File: src/rtl/core/scd_pkg.sv
// package for the serial can frame deframer
// holds frame constants, field widths, kind and status codes; no dependencies
package scd_pkg;

    // frame layout
    localparam logic [7:0] START_BYTE  = 8'hAA;
    localparam logic [7:0] CMD_TYPE    = 8'h55;
    localparam int         CMD_LEN     = 20;
    localparam logic [3:0] DATA_NIBBLE = 4'hC;
    localparam int         DATA_EXTRA  = 5;

    // field widths
    localparam int BYTE_W  = 8;
    localparam int INDEX_W = 5;
    localparam int PLEN_W  = 4;

    // kind of the current frame
    typedef enum logic [1:0] {
        KIND_UNKNOWN = 2'd0,
        KIND_CMD     = 2'd1,
        KIND_DATA    = 2'd2,
        KIND_OTHER   = 2'd3
    } t_kind;

    // status reported with each word
    typedef enum logic [1:0] {
        ST_RECV     = 2'd0,
        ST_OK       = 2'd1,
        ST_CSUM_ERR = 2'd2,
        ST_DISCARD  = 2'd3
    } t_status;

endpackage

File: src/rtl/core/scd_in_if.sv
// input channel of the deframer: one received serial byte per word
// depends on scd_pkg for field widths
interface scd_in_if;
    logic                          valid;
    logic                          ready;
    logic [scd_pkg::BYTE_W-1:0]    rx_byte;

    modport source (output valid, output rx_byte, input ready);
    modport sink   (input valid, input rx_byte, output ready);
endinterface

File: src/rtl/core/scd_out_if.sv
// result channel of the deframer: the echoed byte with position, kind, payload length, status and end flag
// depends on scd_pkg for field widths and codes
interface scd_out_if;
    logic                          valid;
    logic                          ready;
    logic [scd_pkg::BYTE_W-1:0]    out_byte;
    logic [scd_pkg::INDEX_W-1:0]   byte_index;
    scd_pkg::t_kind                frame_kind;
    logic [scd_pkg::PLEN_W-1:0]    payload_length;
    scd_pkg::t_status              frame_status;
    logic                          frame_end;

    modport source (output valid, output out_byte, output byte_index, output frame_kind,
                    output payload_length, output frame_status, output frame_end,
                    input ready);
    modport sink   (input valid, input out_byte, input byte_index, input frame_kind,
                    input payload_length, input frame_status, input frame_end,
                    output ready);
endinterface

File: src/rtl/core/serial_can_frame_deframer.sv
// serial can frame deframer: an accepted byte passes the input register, then the result register
// throughput one byte per cycle while the result side drains; input register feeds one pass of frame logic
// into the result register, both stages advance whenever the result side drains
// reset (synchronous, active low) clears both valid flags, byte count, type and sum
// depends on scd_pkg, scd_in_if, scd_out_if
module serial_can_frame_deframer (
    input  logic             i_clk,
    input  logic             i_rst_n,
    scd_in_if.sink           i_rx,
    scd_out_if.source        o_res
);

    // input stage
    logic                          r_in_valid;
    logic [scd_pkg::BYTE_W-1:0]    r_in_byte;

    // frame state
    logic [scd_pkg::INDEX_W-1:0]   r_count, n_count;
    logic [scd_pkg::BYTE_W-1:0]    r_type, n_type;
    logic [scd_pkg::BYTE_W-1:0]    r_sum, n_sum;

    // result stage
    logic                          r_out_valid;
    logic [scd_pkg::BYTE_W-1:0]    r_out_byte;
    logic [scd_pkg::INDEX_W-1:0]   r_out_index;
    scd_pkg::t_kind                r_out_kind, n_kind;
    logic [scd_pkg::PLEN_W-1:0]    r_out_plen, n_plen;
    scd_pkg::t_status              r_out_status, n_status;
    logic                          r_out_end, n_end;

    logic                          w_out_load;
    logic                          w_in_take;
    logic [scd_pkg::BYTE_W-1:0]    w_type;
    logic [scd_pkg::INDEX_W:0]     w_next_pos;
    logic [scd_pkg::INDEX_W:0]     w_data_len;

    // handshake: result register frees when empty or taken
    assign w_out_load = !r_out_valid || o_res.ready;
    assign i_rx.ready = !r_in_valid || w_out_load;
    assign w_in_take  = i_rx.valid && i_rx.ready;

    // type in force: the byte itself at position one
    assign w_type     = (r_count == scd_pkg::INDEX_W'(1)) ? r_in_byte : r_type;
    assign w_next_pos = {1'b0, r_count} + (scd_pkg::INDEX_W+1)'(1);
    assign w_data_len = (scd_pkg::INDEX_W+1)'(w_type[scd_pkg::PLEN_W-1:0])
                        + (scd_pkg::INDEX_W+1)'(scd_pkg::DATA_EXTRA);

    // frame logic for the byte in the input register
    always_comb begin
        n_kind   = scd_pkg::KIND_UNKNOWN;
        n_plen   = '0;
        n_status = scd_pkg::ST_RECV;
        n_end    = 1'b0;
        n_count  = r_count;
        n_type   = r_type;
        n_sum    = r_sum;
        if (r_count == '0) begin
            if (r_in_byte != scd_pkg::START_BYTE) begin
                n_status = scd_pkg::ST_DISCARD;
            end else begin
                n_sum   = '0;
                n_count = scd_pkg::INDEX_W'(1);
            end
        end else begin
            n_type = w_type;
            if (w_type == scd_pkg::CMD_TYPE) begin
                n_kind = scd_pkg::KIND_CMD;
                if (r_count >= scd_pkg::INDEX_W'(scd_pkg::CMD_LEN - 1)) begin
                    n_status = (r_sum == r_in_byte) ? scd_pkg::ST_OK : scd_pkg::ST_CSUM_ERR;
                    n_end    = 1'b1;
                end else if (r_count >= scd_pkg::INDEX_W'(2)) begin
                    n_sum = r_sum + r_in_byte;
                end
            end else if (w_type[scd_pkg::BYTE_W-1:scd_pkg::PLEN_W] == scd_pkg::DATA_NIBBLE) begin
                n_kind = scd_pkg::KIND_DATA;
                n_plen = w_type[scd_pkg::PLEN_W-1:0];
                if (w_next_pos >= w_data_len) begin
                    n_status = scd_pkg::ST_OK;
                    n_end    = 1'b1;
                end
            end else begin
                n_kind   = scd_pkg::KIND_OTHER;
                n_status = scd_pkg::ST_OK;
                n_end    = 1'b1;
            end
            n_count = n_end ? '0 : w_next_pos[scd_pkg::INDEX_W-1:0];
        end
    end

    // input register
    always_ff @(posedge i_clk) begin
        if (!i_rst_n) begin
            r_in_valid <= 1'b0;
        end else if (i_rx.ready) begin
            r_in_valid <= i_rx.valid;
        end
        if (w_in_take) begin
            r_in_byte <= i_rx.rx_byte;
        end
    end

    // frame state and result register advance together
    always_ff @(posedge i_clk) begin
        if (!i_rst_n) begin
            r_out_valid <= 1'b0;
            r_count     <= '0;
            r_type      <= '0;
            r_sum       <= '0;
        end else if (w_out_load) begin
            r_out_valid <= r_in_valid;
            if (r_in_valid) begin
                r_count <= n_count;
                r_type  <= n_type;
                r_sum   <= n_sum;
            end
        end
        if (w_out_load && r_in_valid) begin
            r_out_byte   <= r_in_byte;
            r_out_index  <= r_count;
            r_out_kind   <= n_kind;
            r_out_plen   <= n_plen;
            r_out_status <= n_status;
            r_out_end    <= n_end;
        end
    end

    assign o_res.valid          = r_out_valid;
    assign o_res.out_byte       = r_out_byte;
    assign o_res.byte_index     = r_out_index;
    assign o_res.frame_kind     = r_out_kind;
    assign o_res.payload_length = r_out_plen;
    assign o_res.frame_status   = r_out_status;
    assign o_res.frame_end      = r_out_end;

endmodule

File: src/flat_wrapper.sv
// flat-port wrapper written by rule: the top's interface ports become plain ports
module serial_can_frame_deframer_flat 
  (i_clk, i_rst_n, i_rx_valid, i_rx_rx_byte, i_rx_ready, o_res_valid, o_res_out_byte, o_res_byte_index, o_res_frame_kind, o_res_payload_length, o_res_frame_status, o_res_frame_end, o_res_ready);
  scd_in_if i_rx_i ();
  scd_out_if o_res_i ();
  input  logic i_clk;
  input  logic i_rst_n;
  input wire logic [$bits(i_rx_i.valid)-1:0] i_rx_valid;
  input wire logic [$bits(i_rx_i.rx_byte)-1:0] i_rx_rx_byte;
  output wire logic [$bits(i_rx_i.ready)-1:0] i_rx_ready;
  output wire logic [$bits(o_res_i.valid)-1:0] o_res_valid;
  output wire logic [$bits(o_res_i.out_byte)-1:0] o_res_out_byte;
  output wire logic [$bits(o_res_i.byte_index)-1:0] o_res_byte_index;
  output wire logic [$bits(o_res_i.frame_kind)-1:0] o_res_frame_kind;
  output wire logic [$bits(o_res_i.payload_length)-1:0] o_res_payload_length;
  output wire logic [$bits(o_res_i.frame_status)-1:0] o_res_frame_status;
  output wire logic [$bits(o_res_i.frame_end)-1:0] o_res_frame_end;
  input wire logic [$bits(o_res_i.ready)-1:0] o_res_ready;
  assign i_rx_i.valid = i_rx_valid;
  assign i_rx_i.rx_byte = i_rx_rx_byte;
  assign i_rx_ready = i_rx_i.ready;
  assign o_res_valid = o_res_i.valid;
  assign o_res_out_byte = o_res_i.out_byte;
  assign o_res_byte_index = o_res_i.byte_index;
  assign o_res_frame_kind = o_res_i.frame_kind;
  assign o_res_payload_length = o_res_i.payload_length;
  assign o_res_frame_status = o_res_i.frame_status;
  assign o_res_frame_end = o_res_i.frame_end;
  assign o_res_i.ready = o_res_ready;
  serial_can_frame_deframer u_core (.i_clk(i_clk), .i_rst_n(i_rst_n), .i_rx(i_rx_i), .o_res(o_res_i));
endmodule
File: config.mk
export PLATFORM = sky130hd
export DESIGN_NAME = serial_can_frame_deframer_flat
export DESIGN_NICKNAME = d
export VERILOG_FILES = /design/src/rtl/core/scd_pkg.sv /design/src/rtl/core/scd_in_if.sv /design/src/rtl/core/scd_out_if.sv /design/src/rtl/core/serial_can_frame_deframer.sv /design/src/flat_wrapper.sv
export SDC_FILE = /design/constraint.sdc
export NUM_CORES = 1
export LEC_CHECK = 0
export BUFFER_PORTS_ARGS = -buffer_cell sky130_fd_sc_hd__buf_4
export CAP_MARGIN = 20
export CORE_MARGIN = 4
export CORE_UTILIZATION = 56
export DETAILED_ROUTE_END_ITERATION = 12
export HOLD_SLACK_MARGIN = 0.06
export PLACE_DENSITY = 0.77
export SYNTH_ARGS = -nofsm -noshare
export SYNTH_HDL_FRONTEND = slang
export SYNTH_SLANG_ARGS = --single-unit
File: constraint.sdc
create_clock -name i_clk -period 7.25 [get_ports i_clk]
set_input_delay 0.725 -clock i_clk [delete_from_list [all_inputs] [get_ports i_clk]]
set_output_delay 0.725 -clock i_clk [all_outputs]
set_load 0.01 [all_outputs]
==> summary.md <==
| Metric | Value |
|---|---|
| GR peak layer | `met2` |
| First-pass GRT wire length | `10000 um` |
| Vias in the first global route | `roughly 2100` |
| Fmax achieved | `between 200 and 300 MHz` |
| Clock transition at path regs | `around 0.10 ns` |
| Antenna Nets Post-Route | `0` |
| Number of gates resized after CTS | `0` |
| Hold depth | `2` |
| Largest net degree at the start of global routing | `27` |
| Met1 Usage GRT | `~29%` |
| PD cells | `164 mW/mm^2` |
| Maximum root-to-sink buffer count | `2` |
| Combinational Power Share | `6.1%` |
| N_diodes | `0` |
| Sequential Power Share | `a little over three fifths` |
| Dominant cell type by area after synthesis | `edfxtp_1` |
| Post-Route Setup TNS | `0 ns` |
| Mapped Area | `0.00286 mm^2` |
| Tot GR Track Use | `20.3%` |
| Ports | `36` |
| Period minus WS final | `between 3 and 4 ns` |
| Via count | `about 2200` |
| Most common cell after layout, fill and taps aside | `buf_4` |
| Total net switching power | `~120 uW` |
| Crit Path Class | `flip-flop to flip-flop` |
| Max rail drop VDD | `around 120 uV` |
| Status | `finished, final reports clean` |
| Seq/Total Area, Yosys | `47.6%` |
| Clock network power share | `between 30% and 40%` |
| Sinks on Clock Net | `53` |
| Number of antenna violations at the first check in global routing | `0` |
| Synth top area cells | `edfxtp_1 31%, dfxtp_1 16%, ha_1 7.9%` |
| Mapped Nets | `roughly 300` |
| Met2 Track Usage GR | `31.9%` |
| DR iter-0 viols | `roughly 140` |
| CTS tree | `done` |
| Design Power | `between 500 and 600 uW` |
| Syn Area/Cell | `10.3 um^2` |
| Seq cells post-synth | `53` |
| Met3 Track Usage GR | `under 10%` |
| Required @ worst endpoint | `about 7.5 ns` |
| Fin. max-slew vios | `0` |
| Top-area cell type share of the netlist area | `31.5%` |
| # rows | `25` |
| Die Ht | `~80 um` |
| Final hold vios | `0` |
| H-tree levels | `2` |
| Period utilisation layout | `between 50% and 60%` |
| Die width | `slightly below 80 um` |
| Fillcell total | `between 300 and 400` |
| Max-cap viol count | `0` |
| Worst R2R Path Depth | `10` |
| Nets | `roughly 340` |
| Worst setup SP type | `flip-flop` |
| Top FF cell, synth | `edfxtp_1` |
| Area of the multi-input gates | `between 0.001 and 0.0015 mm^2` |
| Relative slew slack | `about half` |
| # DRC | `0` |
| Synth Instances | `between 200 and 300` |
| Switching portion of total power | `between 20% and 30%` |
| CTS Hold Bufs | `0` |
| Post-CTS Setup Inserts | `0` |
| Area grow syn2layout | `13.6%` |
| Register Area | `0.00136 mm^2` |
| Vias per Instance | `5.82` |
| Number of enable flip-flop cells after synthesis | `30` |
| RSZ-0062 raised after global routing | `no` |
| Worst EP arrival | `around 4.2 ns` |
| GP Congestion | `between 0.9 and 1` |
| Routed WL | `about 6100 um` |
| Worst-Skew Late Latency | `roughly 0.3 ns` |
| Min-delay worst type | `flip-flop to flip-flop` |
| Setup violators final | `0` |
| Port Buffers | `35` |
| Leak | `0.00118 uW` |
| CP endpoint kind | `flip-flop` |
| Grt total ovfl | `0` |
| DRT Pass-1 Iters | `4` |
| Post-synth ARST share | `0%` |
| Core ar. | `0.00485 mm^2` |
| Most frequent cells in the layout | `37 x buf_4, 30 x edfxtp_1, 23 x dfxtp_1` |
| Initial Util | `59.0%` |
| Critical Path Fanout Max | `17` |
| Post-DR wirelength/cell | `about 16 um` |
| Cell internal pwr | `roughly 410 uW` |
| Root buf cell | `clkbuf_8` |
| Synth warn | `0` |
| CTS Buf Count | `5` |
| HPWL after DPL | `about 4300 um` |
| Pin slew with the least headroom to its limit | `around 0.75 ns` |
| Synth unique cells | `51` |
| Die Area | `0.00632 mm^2` |
| Final Skew | `~0.0044 ns` |
| Share of layout cells above drive strength 1 | `17.8%` |
## sequential cells by signal (all words and copies together) (netlist names)
signal,count
u_core.r_in_byte,8
u_core.o_res.out_byte,8
u_core.o_res.byte_index,5
u_core.o_res.frame_kind,2
u_core.r_in_valid,1
u_core.o_res.frame_status,2
u_core.r_count,5
u_core.r_sum,8
u_core.r_type,8
u_core.o_res.valid,1
u_core.o_res.payload_length,4
u_core.o_res.frame_end,1
## layer usage
metal / vias to the layer above / wire length [um] / share of wire [%]
met3: 2 / 480 / 7.9
li1: 1091 / - / -
met2: 79 / 2750 / 45
met4: 0 / 37 / 0.61
met5: - / 0 / 0
met1: 1016 / 2790 / 46
## stage by stage
| stage | instances | utilization [%] | hold slack, ns | worst slack (ns) | area (um^2) |
|---|---|---|---|---|---|
| floorplan | 277 | - | 0.403 | 3.87 | 2860 |
| global placement | 368 | 65.2 | 0.456 | 3.49 | 3160 |
| detailed placement | 368 | 65.2 | 0.463 | 3.34 | 3160 |
| CTS | 376 | 67.1 | 0.476 | 3.29 | 3250 |
| global route | 376 | 67.1 | 0.494 | 2.95 | 3250 |
| finish | 376 | 67.1 | 0.475 | 3.26 | 3250 |
## worst paths after layout
path / start / to / slack (ns)
setup / recovery: u_core.r_count[0]$_SDFFE_PN0P_ / u_core.r_sum[5]$_SDFFE_PN0P_ / 3.26
hold / removal: u_core.r_sum[2]$_SDFFE_PN0P_ / u_core.r_sum[2]$_SDFFE_PN0P_ / 0.48
hold reg to reg: u_core.r_sum[2]$_SDFFE_PN0P_ / u_core.r_sum[2]$_SDFFE_PN0P_ / 0.48
setup reg to reg: u_core.r_count[0]$_SDFFE_PN0P_ / u_core.r_sum[5]$_SDFFE_PN0P_ / 3.26
## cell families after synthesis
group,count (synthesis),synth area share [%]
muxes,7,2.53
and+or+nand+nor,109,22.6
xor gates and xnor gates,9,2.75
adders and majority gates,19,8.57
DFF,53,47.6
AOI/OAI and AO/OA,54,12.2
buffers and inverters,26,3.85
## critical path: stages, from the launching register on
cell       delay (ns)
dfxtp_1          0.48
ha_1             0.22
nor4b_2          0.21
buf_4            0.26
mux2i_1          0.36
ha_1             0.28
or4bb_1          0.54
nor4_4           0.34
o2111ai_2        0.44
or4b_1           0.63
a21oi_1          0.15
## synth_stat cells, drive strengths merged, types with 2 or more instances
cell type and n:
a211oi 3, a21o 2, a21oi 22, and2 4, and4b 2, buf 5
clkbuf 8, dfxtp 23, edfxtp 30, ha 18, inv 13, mux2 2
mux2i 5, nand2 20, nand2b 5, nand3 16, nand3b 2, nand4 4
nand4b 3, nor2 20, nor3 6, nor3b 2, nor4 4, nor4bb 4
o211ai 4, o21a 4, o21ai 11, o41ai 2, or3 5, or4 2
or4b 3, or4bb 2, xnor2 7, xor2 2
## power groups by stage
stage,logic (uW),registers (uW),clock network [uW]
finish,32.4,333,167
global route,35.5,334,184
CTS,32.6,333,172
detailed placement,32.6,340,0
global placement,32.2,340,0
floorplan,15.1,339,0
## area by class of cell
class / instances / share of cell area (%)
repair buffers: 37 / 8.54
clock buffers: 5 / 2.12
clock inverters: 3 / 0.654
inverters: 13 / 1.50
flip-flops and latches: 53 / 41.8
multi-input cells: 198 / 42.8
well taps: 67 / 2.58
(Power assumes the default switching activity.)
